## config.mk

```make
export PLATFORM = sky130hd
export DESIGN_NAME = single_wire_humidity_sensor_reader_top_flat
export DESIGN_NICKNAME = d
export VERILOG_FILES = /design/src/hw/rtl/shr_pkg.sv /design/src/hw/rtl/shr_in_if.sv /design/src/hw/rtl/shr_out_if.sv /design/src/hw/rtl/single_wire_humidity_sensor_reader_top.sv /design/src/hw/rtl/shr_cfg.sv /design/src/hw/rtl/shr_core.sv /design/src/hw/rtl/shr_outq.sv /design/src/flat_wrapper.sv
export SDC_FILE = /design/constraint.sdc
export NUM_CORES = 1
export LEC_CHECK = 0
export BUFFER_PORTS_ARGS = -buffer_cell sky130_fd_sc_hd__buf_2
export CORE_MARGIN = 2
export CORE_UTILIZATION = 55
export CTS_CLUSTER_DIAMETER = 30
export DETAILED_ROUTE_END_ITERATION = 10
export PLACE_DENSITY = 0.79
export SLEW_MARGIN = 15
export SYNTH_ARGS = -nofsm -noshare
export SYNTH_HDL_FRONTEND = slang
export SYNTH_HIERARCHICAL = 1
export SYNTH_SLANG_ARGS = --single-unit
```

## constraint.sdc

```tcl
create_clock -name i_clk -period 6.7 [get_ports i_clk]
set_clock_uncertainty 0.2 [all_clocks]
set_input_delay 1.005 -clock i_clk [delete_from_list [all_inputs] [get_ports i_clk]]
set_output_delay 1.005 -clock i_clk [all_outputs]
set_load 0.02 [all_outputs]
```

## src/hw/rtl/shr_pkg.sv

```systemverilog
// Shared types, codes and constants for the single-wire humidity sensor reader.
package shr_pkg;

    // Register map and data port geometry.
    localparam int ADDR_WIDTH = 4;
    localparam int DATA_WIDTH = 32;
    localparam logic [1:0] REG_START_LOW = 2'd0;
    localparam logic [1:0] REG_THRESHOLD = 2'd1;
    localparam logic [1:0] REG_TIMEOUT   = 2'd2;

    // Register reset values.
    localparam logic [15:0] START_LOW_RESET = 16'd20000;
    localparam logic [7:0]  THRESHOLD_RESET = 8'd40;
    localparam logic [15:0] TIMEOUT_RESET   = 16'd1000;

    // Width of the tick counter.
    localparam int COUNT_WIDTH_DEF = 16;

    // Number of data bits in one frame.
    localparam logic [5:0] FRAME_BITS = 6'd40;

    // Status codes.
    localparam logic [1:0] ST_OK       = 2'd0;
    localparam logic [1:0] ST_CHECKSUM = 2'd1;
    localparam logic [1:0] ST_TIMEOUT  = 2'd2;

    // Sign bit and magnitude mask of the temperature high byte.
    localparam logic [7:0] TEMP_SIGN_MASK = 8'h80;
    localparam logic [7:0] TEMP_MAG_MASK  = 8'h7F;

    typedef enum logic [2:0] {
        PH_IDLE          = 3'd0,
        PH_START_LOW     = 3'd1,
        PH_WAIT_HIGH     = 3'd2,
        PH_WAIT_RESP_LOW = 3'd3,
        PH_RESP_LOW      = 3'd4,
        PH_RESP_HIGH     = 3'd5,
        PH_BIT_LOW       = 3'd6,
        PH_BIT_HIGH      = 3'd7
    } t_phase;

    typedef struct packed {
        logic [15:0] start_low_ticks;
        logic [7:0]  one_threshold_ticks;
        logic [15:0] timeout_ticks;
    } t_cfg;

    typedef struct packed {
        logic        drive_low;
        logic        reading_valid;
        logic [1:0]  status;
        logic [15:0] humidity_tenths;
        logic [14:0] temp_magnitude_tenths;
        logic        temp_negative;
    } t_result;

endpackage

```

## src/hw/rtl/shr_in_if.sv

```systemverilog
// Input channel: one tick with the sampled line level and a start request.
interface shr_in_if;
    logic valid;
    logic ready;
    logic operation;
    logic line_level;

    modport source (output valid, output operation, output line_level, input ready);
    modport sink (input valid, input operation, input line_level, output ready);
endinterface

```

## src/hw/rtl/shr_out_if.sv

```systemverilog
// Output channel: one result per tick with line drive and frame reading.
interface shr_out_if;
    logic        valid;
    logic        ready;
    logic        drive_low;
    logic        reading_valid;
    logic [1:0]  status;
    logic [15:0] humidity_tenths;
    logic [14:0] temp_magnitude_tenths;
    logic        temp_negative;

    modport source (
        output valid, output drive_low, output reading_valid, output status,
        output humidity_tenths, output temp_magnitude_tenths, output temp_negative,
        input ready
    );
    modport sink (
        input valid, input drive_low, input reading_valid, input status,
        input humidity_tenths, input temp_magnitude_tenths, input temp_negative,
        output ready
    );
endinterface

```

## src/hw/rtl/single_wire_humidity_sensor_reader_top.sv

```systemverilog
// Each result is decoded combinationally from its tick and registered in the queue before it is offered.
// Throughput: one tick per cycle while the queue has room; the sequencer decides each tick combinationally.
// A two-entry result queue keeps input accepted while one result waits downstream.
// Reset is synchronous and active low: the sequencer returns to idle, the queue empties
// and the configuration registers take their default values.
module single_wire_humidity_sensor_reader_top
    import shr_pkg::*;
#(
    parameter int COUNT_WIDTH = COUNT_WIDTH_DEF
) (
    input  logic                  i_clk,
    input  logic                  i_rst_n,
    input  logic                  psel,
    input  logic                  penable,
    input  logic                  pwrite,
    input  logic [ADDR_WIDTH-1:0] paddr,
    input  logic [DATA_WIDTH-1:0] pwdata,
    output logic [DATA_WIDTH-1:0] prdata,
    output logic                  pready,
    shr_in_if.sink                i_in,
    shr_out_if.source             o_out
);

    t_cfg    cfg;
    t_result core_res;
    t_result q_data;
    logic    can_push;
    logic    in_fire;

    assign i_in.ready = can_push;
    assign in_fire    = i_in.valid && can_push;

    shr_cfg u_cfg (
        .i_clk   (i_clk),
        .i_rst_n (i_rst_n),
        .psel    (psel),
        .penable (penable),
        .pwrite  (pwrite),
        .paddr   (paddr),
        .pwdata  (pwdata),
        .prdata  (prdata),
        .pready  (pready),
        .o_cfg   (cfg)
    );

    shr_core #(
        .COUNT_WIDTH (COUNT_WIDTH)
    ) u_core (
        .i_clk        (i_clk),
        .i_rst_n      (i_rst_n),
        .i_en         (in_fire),
        .i_operation  (i_in.operation),
        .i_line_level (i_in.line_level),
        .i_cfg        (cfg),
        .o_result     (core_res)
    );

    shr_outq u_outq (
        .i_clk      (i_clk),
        .i_rst_n    (i_rst_n),
        .i_push     (in_fire),
        .i_data     (core_res),
        .o_can_push (can_push),
        .o_valid    (o_out.valid),
        .i_pop      (o_out.ready),
        .o_data     (q_data)
    );

    assign o_out.drive_low             = q_data.drive_low;
    assign o_out.reading_valid         = q_data.reading_valid;
    assign o_out.status                = q_data.status;
    assign o_out.humidity_tenths       = q_data.humidity_tenths;
    assign o_out.temp_magnitude_tenths = q_data.temp_magnitude_tenths;
    assign o_out.temp_negative         = q_data.temp_negative;

endmodule

```

## src/hw/rtl/shr_cfg.sv

```systemverilog
// APB-style configuration registers of the sensor reader.
module shr_cfg
    import shr_pkg::*;
(
    input  logic                  i_clk,
    input  logic                  i_rst_n,
    input  logic                  psel,
    input  logic                  penable,
    input  logic                  pwrite,
    input  logic [ADDR_WIDTH-1:0] paddr,
    input  logic [DATA_WIDTH-1:0] pwdata,
    output logic [DATA_WIDTH-1:0] prdata,
    output logic                  pready,
    output t_cfg                  o_cfg
);

    t_cfg       r_cfg;
    logic       wr_en;
    logic [1:0] reg_idx;

    assign pready  = 1'b1;
    assign wr_en   = psel && penable && pwrite && pready;
    assign reg_idx = paddr[3:2];
    assign o_cfg   = r_cfg;

    always_ff @(posedge i_clk) begin
        if (!i_rst_n) begin
            r_cfg.start_low_ticks     <= START_LOW_RESET;
            r_cfg.one_threshold_ticks <= THRESHOLD_RESET;
            r_cfg.timeout_ticks       <= TIMEOUT_RESET;
        end else if (wr_en) begin
            case (reg_idx)
                REG_START_LOW: r_cfg.start_low_ticks     <= pwdata[15:0];
                REG_THRESHOLD: r_cfg.one_threshold_ticks <= pwdata[7:0];
                REG_TIMEOUT:   r_cfg.timeout_ticks       <= pwdata[15:0];
                default: begin
                end
            endcase
        end
    end

    always_comb begin
        case (reg_idx)
            REG_START_LOW: prdata = {16'd0, r_cfg.start_low_ticks};
            REG_THRESHOLD: prdata = {24'd0, r_cfg.one_threshold_ticks};
            REG_TIMEOUT:   prdata = {16'd0, r_cfg.timeout_ticks};
            default:       prdata = '0;
        endcase
    end

endmodule

```

## src/hw/rtl/shr_core.sv

```systemverilog
// Frame sequencer: start pulse, response wait, bit timing and frame decode.
module shr_core
    import shr_pkg::*;
#(
    parameter int COUNT_WIDTH = COUNT_WIDTH_DEF
) (
    input  logic    i_clk,
    input  logic    i_rst_n,
    input  logic    i_en,
    input  logic    i_operation,
    input  logic    i_line_level,
    input  t_cfg    i_cfg,
    output t_result o_result
);

    localparam logic [31:0] CntMax = 32'((64'd1 << COUNT_WIDTH) - 64'd1);

    t_phase                 r_phase, n_phase;
    logic [COUNT_WIDTH-1:0] r_count, n_count;
    logic [5:0]             r_bits, n_bits;
    logic [39:0]            r_shift, n_shift;

    logic                   frame_done;
    logic                   timed_out;
    logic [COUNT_WIDTH-1:0] count_inc;
    logic [31:0]            count_ext;
    logic [31:0]            start_lim;
    logic [31:0]            timeout_lim;
    logic [7:0]             b0, b1, b2, b3, b4;
    logic [7:0]             byte_sum;

    // Limits of zero act as one, and limits beyond the counter range act as its maximum.
    function automatic logic [31:0] clamp_limit(input logic [15:0] lim);
        logic [31:0] v;
        v = (lim == 16'd0) ? 32'd1 : {16'd0, lim};
        return (v > CntMax) ? CntMax : v;
    endfunction

    assign count_inc   = (32'(r_count) == CntMax) ? r_count : r_count + 1'b1;
    assign count_ext   = 32'(count_inc);
    assign start_lim   = clamp_limit(i_cfg.start_low_ticks);
    assign timeout_lim = clamp_limit(i_cfg.timeout_ticks);

    always_comb begin
        n_phase    = r_phase;
        n_count    = r_count;
        n_bits     = r_bits;
        n_shift    = r_shift;
        frame_done = 1'b0;
        timed_out  = 1'b0;
        case (r_phase)
            PH_IDLE: begin
                if (i_operation) begin
                    n_phase = PH_START_LOW;
                    n_count = COUNT_WIDTH'(1);
                    n_bits  = '0;
                    n_shift = '0;
                end
            end
            PH_START_LOW: begin
                if (32'(r_count) >= start_lim) begin
                    n_phase = PH_WAIT_HIGH;
                    n_count = '0;
                end else begin
                    n_count = count_inc;
                end
            end
            default: begin
                // Odd phases hold the line high, even phases hold it low.
                if (i_line_level == r_phase[0]) begin
                    n_count = count_inc;
                    if (count_ext >= timeout_lim) begin
                        n_phase   = PH_IDLE;
                        n_count   = '0;
                        timed_out = 1'b1;
                    end
                end else if (r_phase == PH_BIT_HIGH) begin
                    n_shift = {r_shift[38:0], (32'(r_count) > 32'(i_cfg.one_threshold_ticks))};
                    n_bits  = r_bits + 1'b1;
                    n_count = COUNT_WIDTH'(1);
                    if (n_bits >= FRAME_BITS) begin
                        frame_done = 1'b1;
                        n_phase    = PH_IDLE;
                        n_count    = '0;
                    end else begin
                        n_phase = PH_BIT_LOW;
                    end
                end else begin
                    n_phase = t_phase'(r_phase + 3'd1);
                    n_count = COUNT_WIDTH'(1);
                end
            end
        endcase
    end

    assign b0       = n_shift[39:32];
    assign b1       = n_shift[31:24];
    assign b2       = n_shift[23:16];
    assign b3       = n_shift[15:8];
    assign b4       = n_shift[7:0];
    assign byte_sum = b0 + b1 + b2 + b3;

    always_comb begin
        o_result                       = '0;
        o_result.drive_low             = (n_phase == PH_START_LOW);
        o_result.reading_valid         = frame_done || timed_out;
        if (timed_out) begin
            o_result.status = ST_TIMEOUT;
        end else if (frame_done) begin
            if (byte_sum != b4) begin
                o_result.status = ST_CHECKSUM;
            end else begin
                o_result.status                = ST_OK;
                o_result.humidity_tenths       = {b0, b1};
                o_result.temp_magnitude_tenths = {7'((b2 & TEMP_MAG_MASK)), b3};
                o_result.temp_negative         = ((b2 & TEMP_SIGN_MASK) != 8'd0);
            end
        end
    end

    always_ff @(posedge i_clk) begin
        if (!i_rst_n) begin
            r_phase <= PH_IDLE;
            r_count <= '0;
            r_bits  <= '0;
        end else if (i_en) begin
            r_phase <= n_phase;
            r_count <= n_count;
            r_bits  <= n_bits;
        end
    end

    always_ff @(posedge i_clk) begin
        if (i_en) begin
            r_shift <= n_shift;
        end
    end

endmodule

```

## src/hw/rtl/shr_outq.sv

```systemverilog
// Two-entry result queue between the sequencer and the output channel.
module shr_outq
    import shr_pkg::*;
(
    input  logic    i_clk,
    input  logic    i_rst_n,
    input  logic    i_push,
    input  t_result i_data,
    output logic    o_can_push,
    output logic    o_valid,
    input  logic    i_pop,
    output t_result o_data
);

    t_result    r_ent [2];
    logic       r_wptr, r_rptr;
    logic [1:0] r_cnt, n_cnt;
    logic       do_push, do_pop;

    assign o_can_push = (r_cnt != 2'd2);
    assign o_valid    = (r_cnt != 2'd0);
    assign o_data     = r_ent[r_rptr];
    assign do_push    = i_push && o_can_push;
    assign do_pop     = i_pop && o_valid;

    always_comb begin
        n_cnt = r_cnt;
        if (do_push && !do_pop) begin
            n_cnt = r_cnt + 2'd1;
        end else if (do_pop && !do_push) begin
            n_cnt = r_cnt - 2'd1;
        end
    end

    always_ff @(posedge i_clk) begin
        if (!i_rst_n) begin
            r_cnt  <= '0;
            r_wptr <= 1'b0;
            r_rptr <= 1'b0;
        end else begin
            r_cnt <= n_cnt;
            if (do_push) begin
                r_wptr <= ~r_wptr;
            end
            if (do_pop) begin
                r_rptr <= ~r_rptr;
            end
        end
    end

    always_ff @(posedge i_clk) begin
        if (do_push) begin
            r_ent[r_wptr] <= i_data;
        end
    end

endmodule

```

## src/flat_wrapper.sv

```systemverilog
// flat-port wrapper written by rule: the top's interface ports become plain ports
module single_wire_humidity_sensor_reader_top_flat import shr_pkg::*;
#(
    parameter int COUNT_WIDTH = COUNT_WIDTH_DEF
)
  (i_clk, i_rst_n, psel, penable, pwrite, paddr, pwdata, prdata, pready, i_in_valid, i_in_operation, i_in_line_level, i_in_ready, o_out_valid, o_out_drive_low, o_out_reading_valid, o_out_status, o_out_humidity_tenths, o_out_temp_magnitude_tenths, o_out_temp_negative, o_out_ready);
  shr_in_if i_in_i ();
  shr_out_if o_out_i ();
  input  logic i_clk;
  input  logic i_rst_n;
  input  logic psel;
  input  logic penable;
  input  logic pwrite;
  input  logic [ADDR_WIDTH-1:0] paddr;
  input  logic [DATA_WIDTH-1:0] pwdata;
  output logic [DATA_WIDTH-1:0] prdata;
  output logic pready;
  input wire logic [$bits(i_in_i.valid)-1:0] i_in_valid;
  input wire logic [$bits(i_in_i.operation)-1:0] i_in_operation;
  input wire logic [$bits(i_in_i.line_level)-1:0] i_in_line_level;
  output wire logic [$bits(i_in_i.ready)-1:0] i_in_ready;
  output wire logic [$bits(o_out_i.valid)-1:0] o_out_valid;
  output wire logic [$bits(o_out_i.drive_low)-1:0] o_out_drive_low;
  output wire logic [$bits(o_out_i.reading_valid)-1:0] o_out_reading_valid;
  output wire logic [$bits(o_out_i.status)-1:0] o_out_status;
  output wire logic [$bits(o_out_i.humidity_tenths)-1:0] o_out_humidity_tenths;
  output wire logic [$bits(o_out_i.temp_magnitude_tenths)-1:0] o_out_temp_magnitude_tenths;
  output wire logic [$bits(o_out_i.temp_negative)-1:0] o_out_temp_negative;
  input wire logic [$bits(o_out_i.ready)-1:0] o_out_ready;
  assign i_in_i.valid = i_in_valid;
  assign i_in_i.operation = i_in_operation;
  assign i_in_i.line_level = i_in_line_level;
  assign i_in_ready = i_in_i.ready;
  assign o_out_valid = o_out_i.valid;
  assign o_out_drive_low = o_out_i.drive_low;
  assign o_out_reading_valid = o_out_i.reading_valid;
  assign o_out_status = o_out_i.status;
  assign o_out_humidity_tenths = o_out_i.humidity_tenths;
  assign o_out_temp_magnitude_tenths = o_out_i.temp_magnitude_tenths;
  assign o_out_temp_negative = o_out_i.temp_negative;
  assign o_out_i.ready = o_out_ready;
  single_wire_humidity_sensor_reader_top #(.COUNT_WIDTH(COUNT_WIDTH)) u_core (.i_clk(i_clk), .i_rst_n(i_rst_n), .psel(psel), .penable(penable), .pwrite(pwrite), .paddr(paddr), .pwdata(pwdata), .prdata(prdata), .pready(pready), .i_in(i_in_i), .o_out(o_out_i));
endmodule
```

# == Yosys cells after proc, flatten, opt, wreduce, memory -nomap -nowiden ==
# Memories as Yosys holds them, arrays and structs flattened. A register that Yosys moved wholly into a read port is not among the register bits.
# Index checks and enable logic that the tools add are counted.
# totals
reg_bits,109
latchBits,0
ramBits,72
rom_bits,0
input_bits,45
out_inout_bits,71
elab_cells,108
memories,1
# classes
n_addsub,8
mul,0
div,0
n_lt_le_gt_ge,6
n_eq_ne,11
shift,0
muxes,46
n_bitwise,3
n_reduce_logical,23
# memory_table
name,depth,word_bits,read_ports,rd_clocked_by_memory_dff,wr,line_no,text
u_core.u_outq.r_ent,2,36,1,1,1,shr_outq.sv:15,t_result r_ent [2];
# op_table
op,n
$mux W16,10
$mux W40,3
$pmux W40 S2,1
$mux W32,2
$pmux W16 S3,1
$mux W34,1
$ge A16 B16 Y1,2
$gt A16 B16 Y1 const B,2
$logic_not A16 Y1,2
$pmux W16 S2,1
$add A8 B8 Y8,3
$mux W3,6
$mux W6,3
$add A16 B1 Y16 const B,1
$eq A16 B16 Y1 const B,1
$gt A16 B8 Y1,1
$mux W1,13
$pmux W6 S2,1
$ne A8 B8 Y1,1
$reduce_and A2 Y1,4
$logic_and A1 B1 Y1,7
$add A6 B1 Y6 const B,1
$eq A3 B1 Y1 const B,2
$ge A6 B6 Y1 const B,1
19 further kinds,27

# == Depth between registers and ports, before layout ==
# depth
ltp_word,11
mapped_depth,24
mapped_depth_nobuf,21

# == By module ==
# The synthesis kept the hierarchy.
# modules_own_cells
module,instances,cells_per_inst,area_per_inst_um2,seq_area_each_um2
shr_core,1,622,5506.5,1701.6
shr_outq,1,136,2837.7,2262.2
shr_cfg,1,227,2033.2,800.8
single_wire_humidity_sensor_reader_top,1,1,6.3,0.0

# == Worst setup path after synthesis ==
# OpenSTA, ideal clock, no wires.
# synth_timing
kind,input -> register
startpoint,in i_in_line_level
endpoint,"mem u_core/u_outq/r_ent[0][13] (netlist name), data pin"
setup_time_ns,0.171
arrival_ns,5.409
required_ns,6.329
path_slack_ns,0.920
stages,22
n_path_buf,4
cell_sequence,xor2_2 -> and3_1 -> buf_4 -> clkbuf_1 -> buf_1 -> a22o_1 -> inv_1 -> fa_1 -> fa_1 -> inv_1 -> ha_1 -> inv_1 -> fa_1 -> nor2b_1 -> o21a_1 -> o21a_1 -> o21a_1 -> nor2_1 -> xnor3_1 -> nor4_4 -> buf_6 -> a21boi_0
# synth_lines
element,line_no,text
"start, declared",flat_wrapper.sv:20,input wire logic [$bits(i_in_i.line_level)-1:0] i_in_line_level;
"end, declared",shr_outq.sv:15,

==> summary.md <==
| Metric | Value |
|---|---|
| Worst r2r src | u_core/u_core/r_phase[0]$_SDFFE_PN0P_ |
| Vias in the first global route | 7269 |
| Post-synth EDFFs | 112 |
| Post-synth ARST share | 0% |
| Final period util | between 90% and 100% |
| Ys flop type | edfxtp_1 |
| Clock root buffer | clkbuf_16 |
| Worst Path Max Fanout | 13 |
| Status | finished, final reports clean |
| Avg WL per Cell | 17.9 µm |
| Slew @ Worst Pin | 0.919 ns |
| Endpoints failing setup | 0 |
| Placed Cells incl. Taps | 1274 |
| Clock latency on the worst-skew pair | ~0.44 ns |
| Cell Count, Final, Fillers Out | approximately 1300 |
| Required time of the critical path | between 6 and 7 ns |
| Routed WL | 23300 µm |
| Worst R2R Path Depth | 21 |
| Antenna Nets Post-Route | 0 |
| Yosys warns | 6 |
| Worst Path Buf+Inv | 5 |
| Nature of the critical path endpoint | register |
| First-pass GRT wire length | 37200 µm |
| Critical path data arrival time | 6.17 ns |
| Worst path cell trace | inv_1 -> ha_1 -> o21bai_1 -> buf_4 -> and3_1 -> a22oi_1 -> fa_1 -> fa_1 -> inv_1 -> ha_1 -> inv_1 -> fa_1 -> nor2b_1 -> o21a_1 -> o21a_1 -> o21a_1 -> nor2_1 -> xnor3_1 -> nor4_4 -> buf_4 -> a21boi_0 |
| First-pass iteration count of the detailed router | 5 |
| Fin crit period | 6.14 ns |
| Final TNS setup | 0 ns |
| ANT cells | 0 |
| Clk sinks | 182 |
| Tot GR Track Use | 23.6% |
| Yosys cell types | 73 |
| RSZ-0062 raised after global routing | false |
| Port Buffers | 80 |
| Hold_buf cts | 0 |
| Slew Limit Fails | 0 |
| Die Ht | about 140 µm |
| Endpoints failing hold | 0 |
| Cell family with most CP delay | adder cells |
| Post-layout util | 61.7% |
| Total gr overflow | 0 |
| Largest net degree at the start of global routing | 68 |
| Via density | roughly 6 |
| Final net count | 1174 |
| Hold Crit Depth | 2 |
| Synthesis-stage register bit count | 182 |
| Antenna violations before repair | 0 |
| Setup crit start kind | register |
| Syn Area/Cell | 10.5 µm² |
| Num CTS Buffers | 17 |
| Synth-to-Final Area Change | 10.7% |
| Layout cell share with drive strength beyond 1 | 17.3% |
| Relative slew slack | 38.7% |
| IO Count | 116 |
| Critical-path top delay cell | and3_1 |
| H-tree levels | 4 |
| Clock Path Buffers | 2 |
| Core ar. | 0.0186 mm² |
| Cells after Synth | between 900 and 1000 |
| Total die area | between 0.015 and 0.02 mm² |
| CTS resizes | 0 |
| Residual DRC | 0 |
| Std-Cell Rows | 50 |
| Fmax | 163 MHz |
| Leakage Power | 4.95 nW |
| Mapped Area | just over 0.01 mm² |
| GP Congestion | 0.927 |
| Starting Density | between 50% and 60% |
| DRT iter0 DRCs | 722 |
| Worst hold-check path type | register to register |
| Seq/Total Area, Yosys | 45.9% |
| Peak VDD IR | 0.000307 V |
| Clk slew on worst S/H paths | 0.07 ns |
| Power density cells | between 400 and 500 mW/mm² |
| HP Start | u_core/u_cfg/o_cfg[17]$_SDFFE_PN0P_ |
| WS Path Type | register to register |
| Die width | 141 µm |
| Post-CTS Setup Bufs | 0 |
| Via count | between 7000 and 8000 |
| CP Depth | 21 |
| CTS tree | built |
| Dpl hpwl | about 16000 µm |
| # Max-Cap Violations | 0 |
| Worst path max stage delay | 0.59 ns |
| Worst Setup SP | u_core/u_core/r_phase[0]$_SDFFE_PN0P_ |
placed cells by master, fill, tap and decap left out, types with 4 or more instances in the layout:
cell type    n
nand3_1     24
o31ai_1      4
a22o_1      16
mux2i_1     59
o21ai_0     34
o211ai_1    10
dfxtp_1     69
o21a_1       8
nor3_1      10
buf_4       18
xor2_1       7
nand2b_1     6
a31oi_1      8
inv_1       80
and3_1       9
nor2b_1     15
nand2_1    113
ha_1        56
a21o_1      10
mux2_2      38
a21boi_0    10
nand3b_1     5
edfxtp_1   112
conb_1      17
inv_6        6
fa_1        14
nand4_1     11
a21oi_1     40
a22oi_1      6
xnor2_1     16
clkbuf_16   17
nor4_1       9
nor2_1      34
and2_1      30
buf_2       80
a211oi_1     6
per-stage QoR:
stage | setup slack [ns] | hold WS, ns | total power [mW] | cell area, µm²
3_3_place_gp | 0.593 | 0.259 | 3.82 | 10900
2_1_floorplan | 0.920 | 0.247 | 3.33 | 10400
6_report | 0.555 | 0.280 | 4.87 | 11500
5_1_grt | 0.246 | 0.303 | 5.17 | 11500
4_1_cts | 0.576 | 0.284 | 4.87 | 11500
3_5_place_dp | 0.400 | 0.275 | 3.88 | 10900
final cells by class:
class	instances	area, µm²
Multi-Input combinational cell	680	5030
Inverter	80	300
Fill cell	1467	7150
Sequential cell	182	4770
Tap cell	234	293
Clock inverter	14	138
Clock buffer	18	429
Timing Repair Buffer	98	536
state kept, by name, summed over array words and instances, names as in the netlist, named ones only:
name                   flops
u_core/u_cfg/o_cfg        40
u_core/u_core/r_bits       6
u_core/u_core/r_count     16
u_core/u_core/r_phase      3
u_core/u_core/r_shift     40
u_core/u_outq/r_cnt        2
u_core/u_outq/r_ent       72
u_core/u_outq/r_rptr       1
u_core/u_outq/r_wptr       1
Yosys cell counts (3+ instances only):
cell type  count  share of area (%)
a2111oi_0      3               0.25
buf_2          7               0.34
and4_1         3               0.25
o21a_1         8               0.58
a21oi_1       40                1.9
nand2_1      113                4.1
clkbuf_1      21               0.76
xor2_1         7               0.59
a22o_1        16                1.3
inv_1         80                2.9
nand4_1       11               0.66
mux2i_1       59                5.7
nand3_1       24                1.2
buf_4         24                1.7
o22ai_1        3               0.18
a211oi_1       6               0.43
o31ai_1        4               0.29
or3_1          3               0.18
a31oi_1        8               0.48
nand2b_1       6               0.36
and2_1        31                1.9
nand3b_1       5               0.36
and3_1        10               0.60
a21boi_0      10               0.72
nor2_1        34                1.2
edfxtp_1     112                 32
dfxtp_1       70                 13
a22oi_1        6               0.43
o21ai_1        3               0.14
a21o_1        10               0.72
buf_6          3               0.33
o211ai_1      10               0.72
o21bai_1       3               0.22
ha_1          56                6.7
xnor2_1       16                1.3
nor2b_1       15               0.90
nor3_1        10               0.48
mux2_2        38                4.1
nor4_1         9               0.54
fa_1          14                2.7
o21ai_0       34                1.6
report_power, final:
group	switching [mW]	internal, mW	total (mW)
combinational	1.28	1.03	2.31
clock	0.456	0.523	0.978
sequential	0.143	1.44	1.59
total	1.88	3.00	4.87
per-layer routing:
metal	up-vias	share of wire [%]	track usage, %
li1	3630	-	-
met1	3655	45	33.0
met2	302	46	36.9
met3	40	6.8	4.42
met4	0	2.1	8.42
met5	-	0	0
kinds of logic (layout without fill, tap and decap cells):
logic type,count (synthesis),count (layout),synth area share [%]
compound gates,179,179,11.4
xor+xnor,27,27,2.76
fa+ha+maj,70,70,9.45
buf+inv,139,210,6.22
flops,182,182,45.9
mux,97,97,9.81
other cells,2,17,0.0723
simple gates,290,290,14.4
worst register-to-register path: stages (launching register included):
cell	delay [ns]
dfxtp_1	0.52
inv_1	0.18
ha_1	0.32
o21bai_1	0.15
buf_4	0.23
and3_1	0.59
a22oi_1	0.30
fa_1	0.58
fa_1	0.53
inv_1	0.04
ha_1	0.21
inv_1	0.07
fa_1	0.20
nor2b_1	0.06
o21a_1	0.18
o21a_1	0.20
o21a_1	0.18
nor2_1	0.12
xnor3_1	0.29
nor4_4	0.24
buf_4	0.21
a21boi_0	0.34
worst paths after layout:
path,slack [ns],end
max,0.56,u_core/u_outq/r_ent[1][24]$_DFFE_PP_
min,0.28,u_core/u_cfg/o_cfg[17]$_SDFFE_PN0P_
max reg2reg,0.56,u_core/u_outq/r_ent[1][24]$_DFFE_PP_
min reg2reg,0.28,u_core/u_cfg/o_cfg[17]$_SDFFE_PN0P_
No activity file was read; power rests on OpenSTA's default activity.
